==> src/design/lbp_pkg.sv <==
// Shared types and constants for the LSB-first bit packer.
package lbp_pkg;

  // Default largest field width in bits
  localparam int MaxFieldBitsDef = 32;

  // Width of the value field on the input channel
  localparam int ValueBits = 32;

  // Function codes; code 3 is unused and ignored
  typedef enum logic [1:0] {
    FUNC_RAW    = 2'd0,
    FUNC_ZIGZAG = 2'd1,
    FUNC_FLUSH  = 2'd2
  } func_e;

  // Input transaction
  typedef struct packed {
    func_e                func;
    logic [ValueBits-1:0] data_value;
    logic [5:0]           field_width;
  } in_t;

  // Output transaction
  typedef struct packed {
    logic [7:0] packed_byte;
    logic       last_in_run;
  } out_t;

endpackage

==> src/design/lbp_pack.sv <==
// Input register, pending-bit state and the packing logic of the bit packer.
module lbp_pack #(
  parameter int MaxFieldBits = lbp_pkg::MaxFieldBitsDef,
  localparam int AccBits  = MaxFieldBits + 7,
  localparam int MaxBytes = AccBits / 8,
  localparam int CntW     = $clog2(MaxBytes + 1)
) (
  input  logic                    clk_i,
  input  logic                    rst_ni,
  input  logic                    in_valid_i,
  output logic                    in_stall_o,
  input  lbp_pkg::in_t            in_data_i,
  output logic                    run_valid_o,
  output logic [MaxBytes*8-1:0]   run_bytes_o,
  output logic [CntW-1:0]         run_count_o,
  input  logic                    run_ready_i
);

  localparam int TotW = $clog2(AccBits + 1);
  localparam logic [6:0] MaxW = 7'(MaxFieldBits);

  lbp_pkg::in_t item_q;
  logic         full_q;
  logic [6:0]   acc_q, acc_d;
  logic [2:0]   pend_q, pend_d;

  logic                    advance;
  logic                    accept;
  logic [6:0]              eff_width;
  logic [31:0]             field_val;
  logic [31:0]             field_mask;
  logic [AccBits-1:0]      acc_wide;
  logic [AccBits-1:0]      acc_rest;
  logic [TotW-1:0]         total;
  logic [CntW-1:0]         nbytes;

  // Clamp the width to 1..MaxFieldBits
  always_comb begin
    if (item_q.field_width == 6'd0) begin
      eff_width = 7'd1;
    end else if ({1'b0, item_q.field_width} > MaxW) begin
      eff_width = MaxW;
    end else begin
      eff_width = {1'b0, item_q.field_width};
    end
  end

  // Zigzag-encode signed fields, then mask to the width
  always_comb begin
    if (item_q.func == lbp_pkg::FUNC_ZIGZAG) begin
      field_val = {item_q.data_value[30:0], 1'b0} ^ {32{item_q.data_value[31]}};
    end else begin
      field_val = item_q.data_value;
    end
    if (eff_width < 7'd32) begin
      field_mask = 32'((33'd1 << eff_width[4:0]) - 33'd1);
    end else begin
      field_mask = '1;
    end
  end

  // Append the field above the pending bits and split off whole bytes
  assign acc_wide = AccBits'(acc_q) | (AccBits'(field_val & field_mask) << pend_q);
  assign total    = TotW'(pend_q) + TotW'(eff_width);
  assign nbytes   = CntW'(total >> 3);
  assign acc_rest = acc_wide >> {nbytes, 3'b000};

  // Select the run of bytes and the next pending state per function
  always_comb begin
    run_bytes_o = acc_wide[MaxBytes*8-1:0];
    run_count_o = '0;
    acc_d       = acc_q;
    pend_d      = pend_q;
    case (item_q.func)
      lbp_pkg::FUNC_RAW, lbp_pkg::FUNC_ZIGZAG: begin
        run_count_o = nbytes;
        acc_d       = acc_rest[6:0];
        pend_d      = total[2:0];
      end
      lbp_pkg::FUNC_FLUSH: begin
        run_bytes_o = (MaxBytes*8)'(acc_q);
        if (pend_q != 3'd0) begin
          run_count_o = CntW'(1);
        end
        acc_d  = '0;
        pend_d = '0;
      end
      default: begin
      end
    endcase
  end

  // Items without bytes leave at once; others wait for the byte buffer
  assign run_valid_o = full_q && (run_count_o != '0);
  assign advance     = full_q && ((run_count_o == '0) || run_ready_i);
  assign in_stall_o  = full_q && !advance;
  assign accept      = in_valid_i && !in_stall_o;

  // Hold the control state
  always_ff @(posedge clk_i or negedge rst_ni) begin
    if (!rst_ni) begin
      full_q <= 1'b0;
      acc_q  <= '0;
      pend_q <= '0;
    end else begin
      if (accept) begin
        full_q <= 1'b1;
      end else if (advance) begin
        full_q <= 1'b0;
      end
      if (advance) begin
        acc_q  <= acc_d;
        pend_q <= pend_d;
      end
    end
  end

  // Capture the input transaction
  always_ff @(posedge clk_i) begin
    if (accept) begin
      item_q <= in_data_i;
    end
  end

endmodule

==> src/design/lbp_emit.sv <==
// Byte buffer that hands out one packed byte per output transaction.
module lbp_emit #(
  parameter int MaxFieldBits = lbp_pkg::MaxFieldBitsDef,
  localparam int AccBits  = MaxFieldBits + 7,
  localparam int MaxBytes = AccBits / 8,
  localparam int CntW     = $clog2(MaxBytes + 1)
) (
  input  logic                  clk_i,
  input  logic                  rst_ni,
  input  logic                  run_valid_i,
  input  logic [MaxBytes*8-1:0] run_bytes_i,
  input  logic [CntW-1:0]       run_count_i,
  output logic                  run_ready_o,
  output logic                  out_valid_o,
  input  logic                  out_stall_i,
  output lbp_pkg::out_t         out_data_o
);

  logic [MaxBytes*8-1:0] buf_q;
  logic [CntW-1:0]       left_q;
  logic                  out_take;
  logic                  load;

  // Present the lowest buffered byte
  assign out_valid_o            = left_q != '0;
  assign out_data_o.packed_byte = buf_q[7:0];
  assign out_data_o.last_in_run = left_q == CntW'(1);
  assign out_take               = out_valid_o && !out_stall_i;

  // Take a new run when empty or when the last byte leaves now
  assign run_ready_o = (left_q == '0) || ((left_q == CntW'(1)) && out_take);
  assign load        = run_valid_i && run_ready_o;

  // Advance the byte count
  always_ff @(posedge clk_i or negedge rst_ni) begin
    if (!rst_ni) begin
      left_q <= '0;
    end else if (load) begin
      left_q <= run_count_i;
    end else if (out_take) begin
      left_q <= left_q - CntW'(1);
    end
  end

  // Load or shift the byte data
  always_ff @(posedge clk_i) begin
    if (load) begin
      buf_q <= run_bytes_i;
    end else if (out_take) begin
      buf_q <= buf_q >> 8;
    end
  end

endmodule

==> src/design/lsb_first_bit_packer_unit.sv <==
// LSB-first bit packer: fields in, packed bytes out, with zigzag and flush.
//
// Input channel (in_valid_i / in_stall_o / in_data_i): one transaction per
// field or flush. Output channel (out_valid_o / out_stall_i / out_data_o):
// one transaction per completed byte, earliest bit in bit 0; last_in_run
// marks the final byte caused by one input transaction.
// An input transaction lands in the input register; the packing logic then
// loads its bytes into the byte buffer once the buffer takes the run, and
// the buffer takes the next run as the last byte of its current run leaves.
// Bytes leave one per cycle while the receiver does not stall. An input
// completes up to (MAX_FIELD_BITS + 7) / 8 bytes, 4 at the default of 32
// bits; inputs completing no byte skip the byte buffer. While the receiver
// stalls, the buffer holds its byte, the input register fills and then
// in_stall_o rises. Reset empties both registers and clears the pending
// bits; no clearing pass is needed.
module lsb_first_bit_packer_unit #(
  parameter int MAX_FIELD_BITS = lbp_pkg::MaxFieldBitsDef
) (
  input  logic          clk_i,
  input  logic          rst_ni,
  input  logic          in_valid_i,
  output logic          in_stall_o,
  input  lbp_pkg::in_t  in_data_i,
  output logic          out_valid_o,
  input  logic          out_stall_i,
  output lbp_pkg::out_t out_data_o
);

  localparam int AccBits  = MAX_FIELD_BITS + 7;
  localparam int MaxBytes = AccBits / 8;
  localparam int CntW     = $clog2(MaxBytes + 1);

  logic                  run_valid;
  logic                  run_ready;
  logic [MaxBytes*8-1:0] run_bytes;
  logic [CntW-1:0]       run_count;

  // Pack fields into runs of whole bytes
  lbp_pack #(
    .MaxFieldBits(MAX_FIELD_BITS)
  ) u_pack (
    .clk_i       (clk_i),
    .rst_ni      (rst_ni),
    .in_valid_i  (in_valid_i),
    .in_stall_o  (in_stall_o),
    .in_data_i   (in_data_i),
    .run_valid_o (run_valid),
    .run_bytes_o (run_bytes),
    .run_count_o (run_count),
    .run_ready_i (run_ready)
  );

  // Emit bytes one per transaction
  lbp_emit #(
    .MaxFieldBits(MAX_FIELD_BITS)
  ) u_emit (
    .clk_i       (clk_i),
    .rst_ni      (rst_ni),
    .run_valid_i (run_valid),
    .run_bytes_i (run_bytes),
    .run_count_i (run_count),
    .run_ready_o (run_ready),
    .out_valid_o (out_valid_o),
    .out_stall_i (out_stall_i),
    .out_data_o  (out_data_o)
  );

  // A run handed over never exceeds the buffer and is never empty
  a_run_count: assert property (@(posedge clk_i) disable iff (!rst_ni)
    run_valid |-> (run_count != '0) && (run_count <= CntW'(MaxBytes)))
    else $error("run byte count out of range");

  // A loaded run shows a byte at the next cycle
  a_run_loads: assert property (@(posedge clk_i) disable iff (!rst_ni)
    run_valid && run_ready |=> out_valid_o)
    else $error("loaded run produced no byte");

  // A byte that is not last is followed by more bytes of its run
  a_run_continues: assert property (@(posedge clk_i) disable iff (!rst_ni)
    out_valid_o && !out_stall_i && !out_data_o.last_in_run |=> out_valid_o)
    else $error("run ended without a last byte");

  // The buffer accepts no new run while a non-last byte waits
  a_no_overrun: assert property (@(posedge clk_i) disable iff (!rst_ni)
    out_valid_o && !out_data_o.last_in_run |-> !run_ready)
    else $error("buffer ready in the middle of a run");

endmodule

==> config.mk <==
export PLATFORM = sky130hd
export DESIGN_NAME = lsb_first_bit_packer_unit
export DESIGN_NICKNAME = d
export VERILOG_FILES = /design/src/design/lbp_pkg.sv /design/src/design/lbp_pack.sv /design/src/design/lbp_emit.sv /design/src/design/lsb_first_bit_packer_unit.sv
export SDC_FILE = /design/constraint.sdc
export NUM_CORES = 1
export LEC_CHECK = 0
export BUFFER_PORTS_ARGS = -buffer_cell sky130_fd_sc_hd__clkbuf_2
export CORE_MARGIN = 5
export CORE_UTILIZATION = 50
export DETAILED_ROUTE_END_ITERATION = 16
export PLACE_DENSITY = 0.69
export RECOVER_POWER = 25
export SLEW_MARGIN = 25
export SYNTH_ARGS = -nofsm -noshare
export SYNTH_HDL_FRONTEND = slang
export SYNTH_SLANG_ARGS = --single-unit
==> constraint.sdc <==
create_clock -name clk_i -period 6.55 [get_ports clk_i]
set_input_delay 0.9825 -clock clk_i [delete_from_list [all_inputs] [get_ports clk_i]]
set_output_delay 0.9825 -clock clk_i [all_outputs]
set_load 0.02 [all_outputs]
# Word-level counts from Yosys, hierarchy flattened
# Cells that the tools add are included.
# word_totals
reg_bits,86
in_bits,44
out_inout_bits,11
# op_classes
n_addsub,3
order_cmp,2
eq_ne,3
shifts,3
muxes,15
n_bitwise,3
reduce_logical,24
# ops
cell,count
$mux 32,5
$or 7x39->39,1
$shl 39x3->39,1
$shr 39x6->7,1
$and 32x32->32,1
$shl 1x5->32 const A,1
$sub 32x1->32 const B,1
$xor 32x32->32,1
$pmux 7 s2,1
$mux 6,2
$pmux 3 s2,2
$reduce_bool 3->1,3
$logic_and 1x1->1,7
$add 3x6->6,1
$gt 6x6->1 const B,1
$logic_not 3->1,2
$logic_not 6->1,1
$lt 6x6->1 const B,1
$mux 3,2
$reduce_bool 2->1,3
$eq 3x1->1 const B,1
$logic_not 1->1,3
$mux 1,3
$sub 3x1->3 const B,1
6 further kinds,7

# Logic depth before layout (Yosys ltp)
# depth
depth_word,13
depth_mapped,17
ltp_nobuf,13

# Cells and area by module
# From an unflattened synthesis, not the netlist that was laid out.
# unflattened
hier_cells,750
hier_area_um2,6840.3
# by_module_without_submodules
module,instances,cells_each,area_per_inst_um2,seq_area_each_um2
lbp_pack,1,644,5132.4,1476.4
lbp_emit,1,106,1707.9,1036.0

# Worst setup path before layout
# OpenSTA, ideal clock, no wires.
# synth_timing
path_kind,register to register
start,reg u_pack.item_q[5] (netlist name)
end,"reg u_pack.item_q[0] (netlist name), enable pin"
t_arrival_ns,4.054
slack_ns,2.095
path_stages_with_launch,14
n_path_buf,4
period_less_slack_ns,4.455
cell_sequence,edfxtp_1 -> buf_6 -> clkbuf_1 -> clkbuf_1 -> buf_2 -> nor2_1 -> ha_1 -> fa_1 -> a21o_1 -> or3_1 -> mux2i_1 -> o21ai_0 -> nand3b_1 -> and2_1
# synth_between
elab_chain_cells,12
word_cells_on_any_way,13
cone_classes,add/sub: 1; order compare: 1; mux: 3; reduce/logical: 8
# synth_lines
element,line,rtl
start: declaration,lbp_pack.sv:22,lbp_pkg::in_t item_q;
start signal: assignment,lbp_pack.sv:121,item_q <= in_data_i;
$gt 6x6->1,lbp_pack.sv:41,"end else if ({1'b0, item_q.field_width} > MaxW) begin"
$mux 6,lbp_pack.sv:41,
$mux 6 (*),lbp_pack.sv:39,if (item_q.field_width == 6'd0) begin
$add 3x6->6 (*),lbp_pack.sv:64,assign total = TotW'(pend_q) + TotW'(eff_width);
$pmux 3 s2 (*),lbp_pack.sv:74,case (item_q.func)
$logic_not 3->1 (*),lbp_pack.sv:95,assign advance = full_q && ((run_count_o == '0) || run_ready_i);
$logic_or 1x1->1 (*),lbp_pack.sv:95,
$logic_and 1x1->1 (*),lbp_pack.sv:95,
$logic_not 1->1 (*),lbp_pack.sv:96,assign in_stall_o = full_q && !advance;
$logic_and 1x1->1 (*),lbp_pack.sv:96,
$logic_not 1->1 (*),lbp_pack.sv:97,assign accept = in_valid_i && !in_stall_o;
$logic_and 1x1->1 (*),lbp_pack.sv:97,
via u_pack.accept,lbp_pack.sv:28,logic accept;
# The timed path passes the listed nets; every way through them passes the cells marked *.
# A chain may end at the register's enable or synchronous reset.

# Worst setup path in the final report
# layout_timing
start,reg u_pack.item_q[3] (netlist name)
end,out in_stall_o
# layout_between
elab_chain_cells,10
word_cells_on_any_way,11
cone_classes,add/sub: 1; order compare: 1; mux: 3; reduce/logical: 6
# layout_lines
element,line,rtl
$gt 6x6->1,lbp_pack.sv:41,
$mux 6,lbp_pack.sv:41,
$mux 6 (*),lbp_pack.sv:39,
$add 3x6->6 (*),lbp_pack.sv:64,
$pmux 3 s2 (*),lbp_pack.sv:74,
$logic_not 3->1 (*),lbp_pack.sv:95,
$logic_or 1x1->1 (*),lbp_pack.sv:95,
$logic_and 1x1->1 (*),lbp_pack.sv:95,
$logic_not 1->1 (*),lbp_pack.sv:96,
$logic_and 1x1->1 (*),lbp_pack.sv:96,
end: declaration,lsb_first_bit_packer_unit.sv:22,"output logic in_stall_o,"
# Every way passes the cells marked *; elsewhere a longest branch is shown, timed or not.

==> flow_summary.yaml <==
run_status:
  status: "complete, no violations"
route:
  vias_per_cell: 6.77
  post-route-drc-count: 0
  vias: 6726
  drt-initial-drc-count: 902
  wl_per_cell_um: 24.0
  ant_nets: 0
  drt_pass1_iterations: 5
  drt_wl_total_um: 23900
setup_path:
  slowest_stage: "edfxtp_1"
  endpoint_kind: "output port"
  critPathMaxFanout: 34
  startpoint: "u_pack.item_q[3]$_DFFE_PP_"
  path_cells: "nor2_1, a21oi_1, nor2_1, ha_1, fa_1, a21o_1, or3_1, mux2i_1, o21ai_0, nand3b_1, inv_1, clkbuf_2"
  critPathRequiredTime_ps: 5570
  timing_worst_setup_path_type: "flip-flop to output port"
  startpoint_type: "flip-flop"
  cp_slowest_stage_delay_ps: 1020
  crit_path_frequent_cell: "nor2_1"
  reg2reg_depth: 11
  r2r_start: "u_pack.item_q[3]$_DFFE_PP_"
  arrival_ps: 4220
synth:
  ys.flop_type: "edfxtp_1"
  syn-cell-area_um2: 7030
  syn-num-nets: 858
  synth_edf_count: 72
  async_flop_share_pct: 16.3
  ys.warnings.count: 0
  yosysSeqAreaShare_pct: 35.7
  syn_area_per_cell_um2: 8.72
  synth.distinct_cells: 79
  synth-seq-cells: 86
  syn_inst: 806
global_route:
  grt_max_degree: 58
  grt_pass1_wl_um: 36500
  grt_pass1_vias: 6351
  track_usage_pct: 28.9
  antenna_found_initial: 0
  grt-ovfl-total: 0
placed_design:
  place_congestion: 1.02
  placed_cells: 978
  dp_hpwl_um: 17800
  port-buffer-count: 54
sta:
  fin_skew_ps: 12.6
  tns_ps: 0
  drv_slew: 0
  slew_headroom_pct: 32.3
  rsz0062_at_grt: "false"
  hold_viol: 0
  fmax_mhz: 192
  period_needed_ps: 5200
  worst_pin_slew_ps: 1020
  setup_viol: 0
  post-route-period-util_pct: 79.4
power:
  swShare_pct: 47.7
  net-switching-power_mw: 1.59
  pwr-share-seq_pct: 27.7
  clkPwrFrac_pct: 15.9
  powerDensity_nw_per_um2: 439
  max-vdd-ir-drop_uv: 185
  p_comb_share_pct: 56.4
  leakage_nw: 2.84
  p_int_mw: 1.74
final_layout:
  diodes: 0
  fin_cells: 994
  final_cell_mix: "nand2_1, nor2_1, edfxtp_1"
  layout-drive-gt1-share_pct: 13.3
  fin_nets: 861
  fillerInstances: 1308
  syn_to_final_growth_pct: 7.92
die:
  die_area_um2: 16500
  num_rows: 43
  boundaryPins: 55
  core_um2: 13800
  start_util_pct: 50.9
  die-height_um: 129
  die-width_um: 129
worst_hold_path:
  worstHoldStart: "u_emit.buf_q[23]$_DFFE_PP_"
  min_path_type: "flip-flop to flip-flop"
  hold_path_depth: 2
clock_tree:
  clk_latency_ps: 360
  cts_max_level: 3
  cts_tree: "yes"
  cts_sinks: 86
  cts_setup_buffers: 0
  path_clk_slew_ps: 70
  cts-root-buf: "clkbuf_16"
  cts_resized: 0
  ctsHoldBuffers: 0
  numCtsBuffers: 9
  clockBufferDepth: 2
run:
  maxCapViolations: 0
area by class of cell:
cell class                 instances  area, µm²  area share (%)
clock inverter                     7       71.3           0.940
tap                              180        225            2.97
sequential                        86       2510            33.1
clock buffer                       9        225            2.97
timing repair buffer              68        374            4.93
inverter                          12       45.0           0.594
multi-input combinational        632       4130            54.5
cells by family after synthesis:
logic type,share of synthesized area (%)
multiplexers,7.63
buffers and inverters,5.66
AO/OA/AOI/OAI,25.6
AND/OR/NAND/NOR,19.3
XOR/XNOR,4.61
flip-flops,35.7
adder cells (fa/ha/maj),1.53
synthesized netlist by cell type (11+ instances only):
| master | count | area share, % |
|---|---|---|
| xor2_1 | 16 | 2.0 |
| inv_1 | 12 | 0.64 |
| a211oi_1 | 14 | 1.5 |
| clkbuf_1 | 40 | 2.1 |
| nor2_1 | 75 | 4.0 |
| o22ai_1 | 13 | 1.2 |
| nand2_1 | 75 | 4.0 |
| dfrtp_1 | 14 | 5.0 |
| o21ai_0 | 58 | 4.1 |
| buf_2 | 18 | 1.3 |
| mux2i_1 | 39 | 5.6 |
| a21oi_1 | 45 | 3.2 |
| xnor2_1 | 21 | 2.6 |
| nor3_1 | 33 | 2.3 |
| a31oi_1 | 12 | 1.1 |
| or3_1 | 11 | 0.98 |
| o211ai_1 | 14 | 1.5 |
| edfxtp_1 | 72 | 31 |
| nor2b_1 | 13 | 1.2 |
per-layer routing:
layer / GRT usage (%) / vias to the layer above / share of wire, %
met5: 0 / - / 0
met4: 12.9 / 0 / 4.3
met3: 4.40 / 65 / 7.0
met1: 37.2 / 3235 / 42
li1: - / 3048 / -
met2: 48.1 / 378 / 47
final timing paths:
path,slack (ps),to
setup reg to reg,1720,u_pack.item_q[15]$_DFFE_PP_
setup / recovery,1350,in_stall_o
hold / removal,530,u_emit.buf_q[15]$_DFFE_PP_
max in group asynchronous,5160,u_pack.pend_q[0]$_DFFE_PN0P_
min in group asynchronous,740,u_pack.acc_q[4]$_DFFE_PN0P_
hold reg to reg,530,u_emit.buf_q[15]$_DFFE_PP_
through the flow:
stage	hold WS (ps)	instance area [µm²]	total power, mW	setup WS, ps	util, %
2_1_floorplan	493	7030	2.24	2090	-
3_3_place_gp	507	7290	2.74	1910	52.7
3_5_place_dp	518	7290	2.76	1820	52.7
4_1_cts	535	7590	3.29	1420	54.9
5_1_grt	558	7590	3.51	969	54.9
6_report	531	7590	3.33	1350	54.9
registers in the layout, indices dropped and copies added (netlist names):
signal and count:
u_emit.left_q 3, u_pack.item_q 40, u_pack.acc_q 7, u_pack.pend_q 3, u_pack.full_q 1, u_emit.buf_q 32
power groups by stage:
stage	registers (mW)	logic (mW)	clock network, mW
after floorplan	0.874	1.36	0
after global placement	0.923	1.81	0
after detailed placement	0.932	1.83	0
after CTS	0.921	1.83	0.537
after global routing	0.940	2.01	0.561
final	0.921	1.88	0.531
critical path: cells and delay by family (launching register included):
kind	cells	cell delay, ps
and+or+nand+nor	4	710
muxes	1	610
buffers and inverters	2	210
AOI/OAI and AO/OA	3	670
DFF	1	1020
adders and majority gates	2	640
No activity file was read; power rests on OpenSTA's default activity.
